--- src/hw/rtl/cio_pkg.sv ---
// ----------------------------------------------------------------------------
// cio_pkg
// Shared types and constants for the console I/O port block.
// ----------------------------------------------------------------------------
package cio_pkg;

  // port select codes
  typedef enum logic [2:0] {
    PortPanel  = 3'd0,
    PortRight  = 3'd1,
    PortLeft   = 3'd2,
    PortRow    = 3'd3,
    PortRamCtl = 3'd4,
    PortRamAdr = 3'd5
  } port_sel_e;

  // access commands
  typedef enum logic {
    CmdRead  = 1'b0,
    CmdWrite = 1'b1
  } cmd_e;

  // cartridge bit ram geometry
  localparam int RamBits = 1024;
  localparam int RamAw   = $clog2(RamBits);

  // screen geometry
  localparam int ScreenColumns = 128;
  localparam int ColW          = $clog2(ScreenColumns);
  localparam int RowW          = 6;
  localparam int ColorW        = 2;
  localparam int ToneW         = 2;

  // pin and latch constants
  localparam logic [7:0] PadMaskOr = 8'hc0;
  localparam logic [7:0] BusIdle   = 8'hff;
  localparam int         MaskBit   = 6;
  localparam int         PixelBit  = 5;

endpackage

--- src/hw/rtl/console_io_port_block.sv ---
// ----------------------------------------------------------------------------
// console_io_port_block
// Six-port console I/O block: pin reads, pixel and tone writes, cart bit ram.
// ----------------------------------------------------------------------------
// stages: an accepted word passes the input reg, then the result reg
// throughput: one word per cycle outside the ram clearing pass; the result reg and input reg stall together
// reset: port latches, pixel and address state and valid flags clear; the 1024x1
//   cart ram is then cleared by a pass, one bit a cycle, during which in_stall_o is high
// ram read data is registered and tracks the current ram address every cycle
module console_io_port_block (
  input  logic                      clk_i,
  input  logic                      rst_ni,
  // input channel
  input  logic                      in_valid_i,
  output logic                      in_stall_o,
  input  logic                      command_i,
  input  logic [2:0]                port_select_i,
  input  logic [7:0]                write_value_i,
  input  logic [7:0]                panel_pins_i,
  input  logic [7:0]                right_pad_pins_i,
  input  logic [7:0]                left_pad_pins_i,
  // output channel
  output logic                      out_valid_o,
  input  logic                      out_stall_i,
  output logic [7:0]                read_value_o,
  output logic                      pixel_write_o,
  output logic [cio_pkg::RowW-1:0]  pixel_row_o,
  output logic [cio_pkg::ColW-1:0]  pixel_column_o,
  output logic [cio_pkg::ColorW-1:0] pixel_color_o,
  output logic                      tone_write_o,
  output logic [cio_pkg::ToneW-1:0] tone_value_o
);
  import cio_pkg::*;

  // handshake and pipeline control
  logic             s1_valid_q;
  logic             out_valid_q;
  logic             out_free;
  logic             s1_move;
  logic             in_take;
  logic [RamAw:0]   clr_cnt_q;
  logic             clearing;

  // input register
  logic             s1_cmd_q;
  logic [2:0]       s1_sel_q;
  logic [7:0]       s1_data_q;
  logic [7:0]       s1_panel_q;
  logic [7:0]       s1_right_q;
  logic [7:0]       s1_left_q;

  // architectural state
  logic [7:0]        latch_q [6];
  logic [7:0]        latch_d [6];
  logic [ColorW-1:0] color_q, color_d;
  logic [ColW-1:0]   column_q, column_d;
  logic [RowW-1:0]   row_q, row_d;
  logic [RamAw-1:0]  addr_q, addr_d;
  logic              wmode_q, wmode_d;

  // cart ram
  logic              ram_mem [RamBits];
  logic              ram_raw_q;
  logic              ram_byp_q;
  logic              ram_byp_dat_q;
  logic              ram_bit;
  logic              ram_we;
  logic [RamAw-1:0]  ram_waddr;
  logic              ram_wdat;
  logic              cmt_we;

  // result next values
  logic [7:0]        rd_val_d;
  logic              pix_we_d;
  logic [RowW-1:0]   pix_row_d;
  logic [ColW-1:0]   pix_col_d;
  logic [ColorW-1:0] pix_color_d;
  logic              tone_we_d;
  logic [ToneW-1:0]  tone_val_d;
  logic              mask;
  port_sel_e         sel;

  // result register
  logic [7:0]        rd_val_q;
  logic              pix_we_q;
  logic [RowW-1:0]   pix_row_q;
  logic [ColW-1:0]   pix_col_q;
  logic [ColorW-1:0] pix_color_q;
  logic              tone_we_q;
  logic [ToneW-1:0]  tone_val_q;

  // flow control
  assign clearing   = ~clr_cnt_q[RamAw];
  assign out_free   = ~out_valid_q | ~out_stall_i;
  assign s1_move    = s1_valid_q & out_free;
  assign in_stall_o = clearing | (s1_valid_q & ~out_free);
  assign in_take    = in_valid_i & ~in_stall_o;

  always_ff @(posedge clk_i or negedge rst_ni) begin
    if (!rst_ni) begin
      s1_valid_q  <= 1'b0;
      out_valid_q <= 1'b0;
      clr_cnt_q   <= '0;
    end else begin
      if (in_take) begin
        s1_valid_q <= 1'b1;
      end else if (s1_move) begin
        s1_valid_q <= 1'b0;
      end
      if (s1_move) begin
        out_valid_q <= 1'b1;
      end else if (!out_stall_i) begin
        out_valid_q <= 1'b0;
      end
      if (clearing) begin
        clr_cnt_q <= clr_cnt_q + 1'b1;
      end
    end
  end

  // input register load
  always_ff @(posedge clk_i) begin
    if (in_take) begin
      s1_cmd_q   <= command_i;
      s1_sel_q   <= port_select_i;
      s1_data_q  <= write_value_i;
      s1_panel_q <= panel_pins_i;
      s1_right_q <= right_pad_pins_i;
      s1_left_q  <= left_pad_pins_i;
    end
  end

  // port decode and state update
  assign sel  = port_sel_e'(s1_sel_q);
  assign mask = latch_q[0][MaskBit];
  assign ram_bit = ram_byp_q ? ram_byp_dat_q : ram_raw_q;

  always_comb begin
    for (int i = 0; i < 6; i++) begin
      latch_d[i] = latch_q[i];
    end
    color_d     = color_q;
    column_d    = column_q;
    row_d       = row_q;
    addr_d      = addr_q;
    wmode_d     = wmode_q;
    cmt_we      = 1'b0;
    rd_val_d    = '0;
    pix_we_d    = 1'b0;
    pix_row_d   = '0;
    pix_col_d   = '0;
    pix_color_d = '0;
    tone_we_d   = 1'b0;
    tone_val_d  = '0;
    if (s1_cmd_q == CmdRead) begin
      unique case (sel)
        PortPanel:  rd_val_d = ~s1_panel_q | latch_q[0];
        PortRight:  rd_val_d = ~(mask ? (s1_right_q | PadMaskOr) : s1_right_q) | latch_q[1];
        PortLeft:   rd_val_d = ~(mask ? BusIdle : s1_left_q) | latch_q[2];
        PortRow:    rd_val_d = latch_q[3];
        PortRamCtl: rd_val_d = wmode_q ? latch_q[4] : {ram_bit, latch_q[4][6:0]};
        PortRamAdr: rd_val_d = latch_q[5];
        default:    rd_val_d = BusIdle;
      endcase
    end else begin
      unique case (sel)
        PortPanel: begin
          latch_d[0] = s1_data_q;
          if (s1_data_q[PixelBit]) begin
            pix_we_d    = 1'b1;
            pix_row_d   = row_q;
            pix_col_d   = column_q;
            pix_color_d = color_q;
          end
        end
        PortRight: begin
          latch_d[1] = s1_data_q;
          color_d    = ~s1_data_q[7:6];
        end
        PortLeft: begin
          latch_d[2] = s1_data_q;
          column_d   = ~s1_data_q[ColW-1:0];
        end
        PortRow: begin
          latch_d[3] = s1_data_q;
          row_d      = ~s1_data_q[RowW-1:0];
          tone_we_d  = 1'b1;
          tone_val_d = s1_data_q[7:6];
        end
        PortRamCtl: begin
          latch_d[4] = s1_data_q;
          addr_d[2]  = s1_data_q[2];
          addr_d[3]  = s1_data_q[1];
          wmode_d    = s1_data_q[0];
          cmt_we     = s1_data_q[0];
        end
        PortRamAdr: begin
          latch_d[5] = s1_data_q;
          addr_d[9]  = s1_data_q[7];
          addr_d[8]  = s1_data_q[6];
          addr_d[7]  = s1_data_q[5];
          addr_d[1]  = s1_data_q[4];
          addr_d[6]  = s1_data_q[3];
          addr_d[5]  = s1_data_q[2];
          addr_d[4]  = s1_data_q[1];
          addr_d[0]  = s1_data_q[0];
        end
        default: ;
      endcase
    end
  end

  // state registers commit when the word moves to the result register
  always_ff @(posedge clk_i or negedge rst_ni) begin
    if (!rst_ni) begin
      for (int i = 0; i < 6; i++) begin
        latch_q[i] <= '0;
      end
      color_q  <= '0;
      column_q <= '0;
      row_q    <= '0;
      addr_q   <= '0;
      wmode_q  <= 1'b0;
    end else if (s1_move) begin
      for (int i = 0; i < 6; i++) begin
        latch_q[i] <= latch_d[i];
      end
      color_q  <= color_d;
      column_q <= column_d;
      row_q    <= row_d;
      addr_q   <= addr_d;
      wmode_q  <= wmode_d;
    end
  end

  // result register
  always_ff @(posedge clk_i) begin
    if (s1_move) begin
      rd_val_q    <= rd_val_d;
      pix_we_q    <= pix_we_d;
      pix_row_q   <= pix_row_d;
      pix_col_q   <= pix_col_d;
      pix_color_q <= pix_color_d;
      tone_we_q   <= tone_we_d;
      tone_val_q  <= tone_val_d;
    end
  end

  // cart ram write: clearing pass, else committed write at the new address
  assign ram_we    = clearing | (s1_move & cmt_we);
  assign ram_waddr = clearing ? clr_cnt_q[RamAw-1:0] : addr_d;
  assign ram_wdat  = clearing ? 1'b0 : s1_data_q[3];

  always_ff @(posedge clk_i) begin
    if (ram_we) begin
      ram_mem[ram_waddr] <= ram_wdat;
    end
    ram_raw_q <= ram_mem[s1_move ? addr_d : addr_q];
  end

  // bypass so the registered read always shows the addressed bit
  always_ff @(posedge clk_i or negedge rst_ni) begin
    if (!rst_ni) begin
      ram_byp_q     <= 1'b0;
      ram_byp_dat_q <= 1'b0;
    end else begin
      ram_byp_q     <= ram_we & (clearing | (ram_waddr == (s1_move ? addr_d : addr_q)));
      ram_byp_dat_q <= ram_wdat;
    end
  end

  // outputs
  assign out_valid_o    = out_valid_q;
  assign read_value_o   = rd_val_q;
  assign pixel_write_o  = pix_we_q;
  assign pixel_row_o    = pix_row_q;
  assign pixel_column_o = pix_col_q;
  assign pixel_color_o  = pix_color_q;
  assign tone_write_o   = tone_we_q;
  assign tone_value_o   = tone_val_q;

endmodule

--- config.mk ---
export PLATFORM = sky130hd
export DESIGN_NAME = console_io_port_block
export DESIGN_NICKNAME = d
export VERILOG_FILES = /design/src/hw/rtl/cio_pkg.sv /design/src/hw/rtl/console_io_port_block.sv
export SDC_FILE = /design/constraint.sdc
export NUM_CORES = 2
export LEC_CHECK = 0
export BUFFER_PORTS_ARGS = -buffer_cell sky130_fd_sc_hd__buf_2
export CORE_MARGIN = 3
export CORE_UTILIZATION = 25
export CTS_CLUSTER_DIAMETER = 50
export DETAILED_ROUTE_END_ITERATION = 6
export PLACE_DENSITY_LB_ADDON = 0.2
export REMOVE_ABC_BUFFERS = 1
export SLEW_MARGIN = 40
export SYNTH_ARGS = -nofsm -noshare
export SYNTH_HDL_FRONTEND = slang
export SYNTH_SLANG_ARGS = --single-unit
--- constraint.sdc ---
create_clock -name clk_i -period 17.8 [get_ports clk_i]
set_input_delay 0.89 -clock clk_i [delete_from_list [all_inputs] [get_ports clk_i]]
set_output_delay 0.89 -clock clk_i [all_outputs]
set_load 0.05 [all_outputs]
==> impl_metrics.tcl <==
set metrics [dict create \
    run_status "finished clean" \
    yosys-mux-area-fraction 0.0645 \
    dp_hpwl_um 95900 \
    cts_buffer_depth 3 \
    tritoncts.num_buffers 154 \
    reg2reg_setup_slack_ns 11.67 \
    global_route_wire_length_before_repair_um 266000 \
    final_common_cell "nor2_1" \
    detailed_router_s_first_iteration_violation_count 4119 \
    synth_edf_count 1087 \
    postCtsSetupRepairBufs 0 \
    transition_at_the_pin_with_the_smallest_max_transition_slack_ns 0.935 \
    worst_setup_slack_after_layout_ns 11.67 \
    synth-compound-area-share 0.0611 \
    via_count 35000 \
    clkLatencyLatePin_ns 0.78 \
    synth_seq_cells 1176 \
    layout.cells.most_common_list "1091 x nor2_1, 1087 x edfxtp_1, 527 x nand2_1, 184 x nand3_1, 154 x clkbuf_16" \
    via_per_inst 5.02 \
    synth_fa_ha_area_frac 0.000244 \
    critical_path.max_stage_delay_ns 0.76 \
    maxSlewViolCount 0 \
    final_hold_viol_count 0 \
    criticalPathCategory "flip-flop to flip-flop" \
    placeable_core_region_sq_um 203000 \
    part_of_the_yosys_area_used_for_sequential_elements 0.679 \
    initial_utilization 0.253 \
    cts_hold_repair.buffers 0 \
    cts.htree.levels 4 \
    cp_data_required_time_ns 18.44 \
    end_kind "flip-flop" \
    dp_slack_ns 10.94 \
    cts_tree "yes" \
    globalplace.congestion 0.777 \
    syn_inst 4226 \
    slowest_stage "buf_4" \
    antenna_violating_nets_post_route 0 \
    drtPass1Iterations 5 \
    synth.distinct_cells 80 \
    setup_viol 0 \
    layout_worst_path_cycle_share 0.344 \
    final.min_clock_period_ns 6.13 \
    cp_num_cells 14 \
    io_pins 69 \
    clk_pin_slew_worst_paths_ns 0.05 \
    groute.usage.overall 0.175 \
    route.detailed.drc 0 \
    area.growth.synth_to_final_pct 16.8 \
    synth-simple-area-share 0.158 \
    fin_nets 4220 \
    main_combinational_cell_family_by_area_after_synthesis "simple AND/OR/NAND/NOR gates" \
    global_route.overflow_total 0 \
    vias_in_the_first_global_route 33800 \
    die_width_um 459 \
    cellPowerDensity_nw_per_um2 102 \
    yosys_most_used_dff "edfxtp_1" \
    post_synth_xor_area_fraction 0.00154 \
    fmax_ghz 0.163 \
    path_common_cell "buf_4" \
    drive_gt1_frac 0.146 \
    die-height_um 459 \
    buffering_stage_count_on_the_worst_path_with_inverters_included 5 \
    max_cap_violations 0 \
    vdd_drop_max_mv 0.100 \
    max-slew-margin-rel 0.377 \
    grt_max_degree 140 \
    critPathArrivalTime_ns 6.77 \
    post_cts_resize_count 0 \
    synth_area_sq_um 51300 \
    unrepaired_setup_endpoints_after_global_routing "no" \
    wirelength_um 189000 \
    reg2regPathDepth 14 \
    worst_r2r_startpoint "s1_valid_q$_DFFE_PN0P_" \
    timing.critical_path.from_type "flip-flop" \
    timing.critical_path.fanout_max 59 \
    drt-wirelength-per-cell_um 27.0 \
    syn-mean-instance-area_sq_um 12.1 \
    cts.sink_count 1176 \
    grt_antenna_before_repair 9 \
    critical_path.top_delay_family "buffers and inverters" \
    final.setup.tns_ns 0 \
    cell_chain_critical_path "a21bo_2 -> inv_2 -> buf_4 -> and3_4 -> nor2_8 -> buf_4 -> buf_4 -> buf_6 -> mux4_2 -> a32oi_1 -> a22o_1 -> nand4_1 -> o22ai_1 -> o22ai_2" \
    timing.hold.worst.class "input port to asynchronous set/reset pin" \
    worstReg2RegEnd "ram_raw_q$_DFF_P_" \
    die_area_sq_um 211000 \
    leakage_nw 20.5 \
    clock-root-buffer "clkbuf_16" \
    place.port_buffers 68 \
    finClkSkew_ns 0.0403 \
    core.rowCount 165 \
    synthesis.yosys.warnings 0 \
    ys_async_sr_fraction 0.0748 \
]
-- worst max-delay path by stage --
stage	start	endpoint
final	s1_valid_q$_DFFE_PN0P_	ram_raw_q$_DFF_P_
after global routing	s1_valid_q$_DFFE_PN0P_	ram_raw_q$_DFF_P_
after CTS	s1_valid_q$_DFFE_PN0P_	ram_raw_q$_DFF_P_
after detailed placement	out_stall_i	ram_raw_q$_DFF_P_
after global placement	out_stall_i	ram_raw_q$_DFF_P_
after floorplan	clr_cnt_q[10]$_DFF_PN0_	ram_mem[0]$_DFFE_PP_
-- worst register-to-register path: cells and delay by family, from the launching register on --
family | cells | cell delay (ns)
flops | 1 | 0.38
simple gates | 3 | 0.88
mux | 1 | 0.65
buf+inv | 5 | 2.52
compound gates | 5 | 1.56
-- power by group --
| group | switching (mW) | internal (mW) |
|---|---|---|
| logic | 0.00608 | 0.00327 |
| clock network | 1.29 | 1.84 |
| registers | 0 | 2.98 |
| total | 1.29 | 4.82 |
-- layout make-up --
type                    instances  area [sq um]
well taps                    2672          3340
repair buffers                166          1230
clock buffers                 183          3960
diodes                          3          7.51
multi-input cells            2655         15200
flip-flops and latches       1176         34900
fillers                     21000        143000
clock inverters               100          1150
inverters                      26           110
-- metrics by stage --
stage,cell area [sq um],utilization,hold slack [ns],instances,power [mW]
floorplan,49600,-,0.441,3857,3.03
global placement,54400,0.268,0.456,6690,3.04
detailed placement,54800,0.270,0.463,6694,3.04
CTS,59900,0.295,0.0337,6977,6.17
global route,59900,0.295,0.0618,6978,6.29
finish,59900,0.295,0.0589,6981,6.11
-- synth_stat cells (all sizes together), types with 3 or more instances --
| master | instances | area share |
|---|---|---|
| and3 | 40 | 0.0050 |
| a2111oi | 3 | 0.0010 |
| a22oi | 11 | 0.0016 |
| buf | 83 | 0.013 |
| inv | 25 | 0.0018 |
| a32oi | 58 | 0.0099 |
| a32o | 13 | 0.0025 |
| a22o | 17 | 0.0029 |
| o21a | 5 | 0.00073 |
| o31ai | 3 | 0.00044 |
| and4 | 3 | 0.00051 |
| edfxtp | 1087 | 0.64 |
| o211ai | 10 | 0.0016 |
| and2 | 23 | 0.0028 |
| a211oi | 30 | 0.0045 |
| nand2b | 3 | 0.00037 |
| nand3 | 202 | 0.020 |
| nand2 | 571 | 0.042 |
| xnor2 | 8 | 0.0014 |
| a31oi | 47 | 0.0057 |
| o21ai | 76 | 0.0074 |
| mux4 | 88 | 0.039 |
| a222oi | 5 | 0.00098 |
| o221ai | 3 | 0.00063 |
| nand4 | 13 | 0.0016 |
| nor2 | 1112 | 0.082 |
| a21o | 19 | 0.0028 |
| mux2i | 101 | 0.020 |
| nor4 | 7 | 0.00085 |
| clkbuf | 286 | 0.021 |
| o2111ai | 7 | 0.0012 |
| a221o | 7 | 0.0014 |
| a311oi | 14 | 0.0024 |
| dfrtp | 88 | 0.043 |
| nor3 | 9 | 0.00088 |
| o22ai | 17 | 0.0022 |
| a221oi | 16 | 0.0027 |
| mux2 | 28 | 0.0061 |
| a21boi | 4 | 0.00059 |
| a21oi | 47 | 0.0048 |
| nor2b | 8 | 0.00098 |
-- metal layers --
metal | global-route usage | up-vias | part of all wire
li1 | - | 15100 | -
met1 | 0.251 | 18400 | 0.45
met2 | 0.277 | 1290 | 0.46
met3 | 0.0242 | 256 | 0.064
met4 | 0.0499 | 0 | 0.028
met5 | 0 | - | 0
-- state kept, by name (all words and copies together), names as in the netlist, 7 cells and up --
name,count
pixel_column_o,7
clr_cnt_q,11
ram_mem,1024
addr_q,10
read_value_o,8
s1_panel_q,8
latch_q,48
s1_left_q,8
s1_data_q,8
s1_right_q,8
column_q,7
-- kinds of logic (layout without fill, tap and decap cells) --
logic type / count (synthesis) / in the layout
AO/OA/AOI/OAI: 429 / 429
multiplexers: 217 / 217
other: 0 / 3
flip-flops: 1176 / 1176
adder cells (fa/ha/maj): 1 / 1
buffers and inverters: 395 / 475
XOR/XNOR: 9 / 9
AND/OR/NAND/NOR: 1999 / 1999
(Power assumes the default switching activity.)
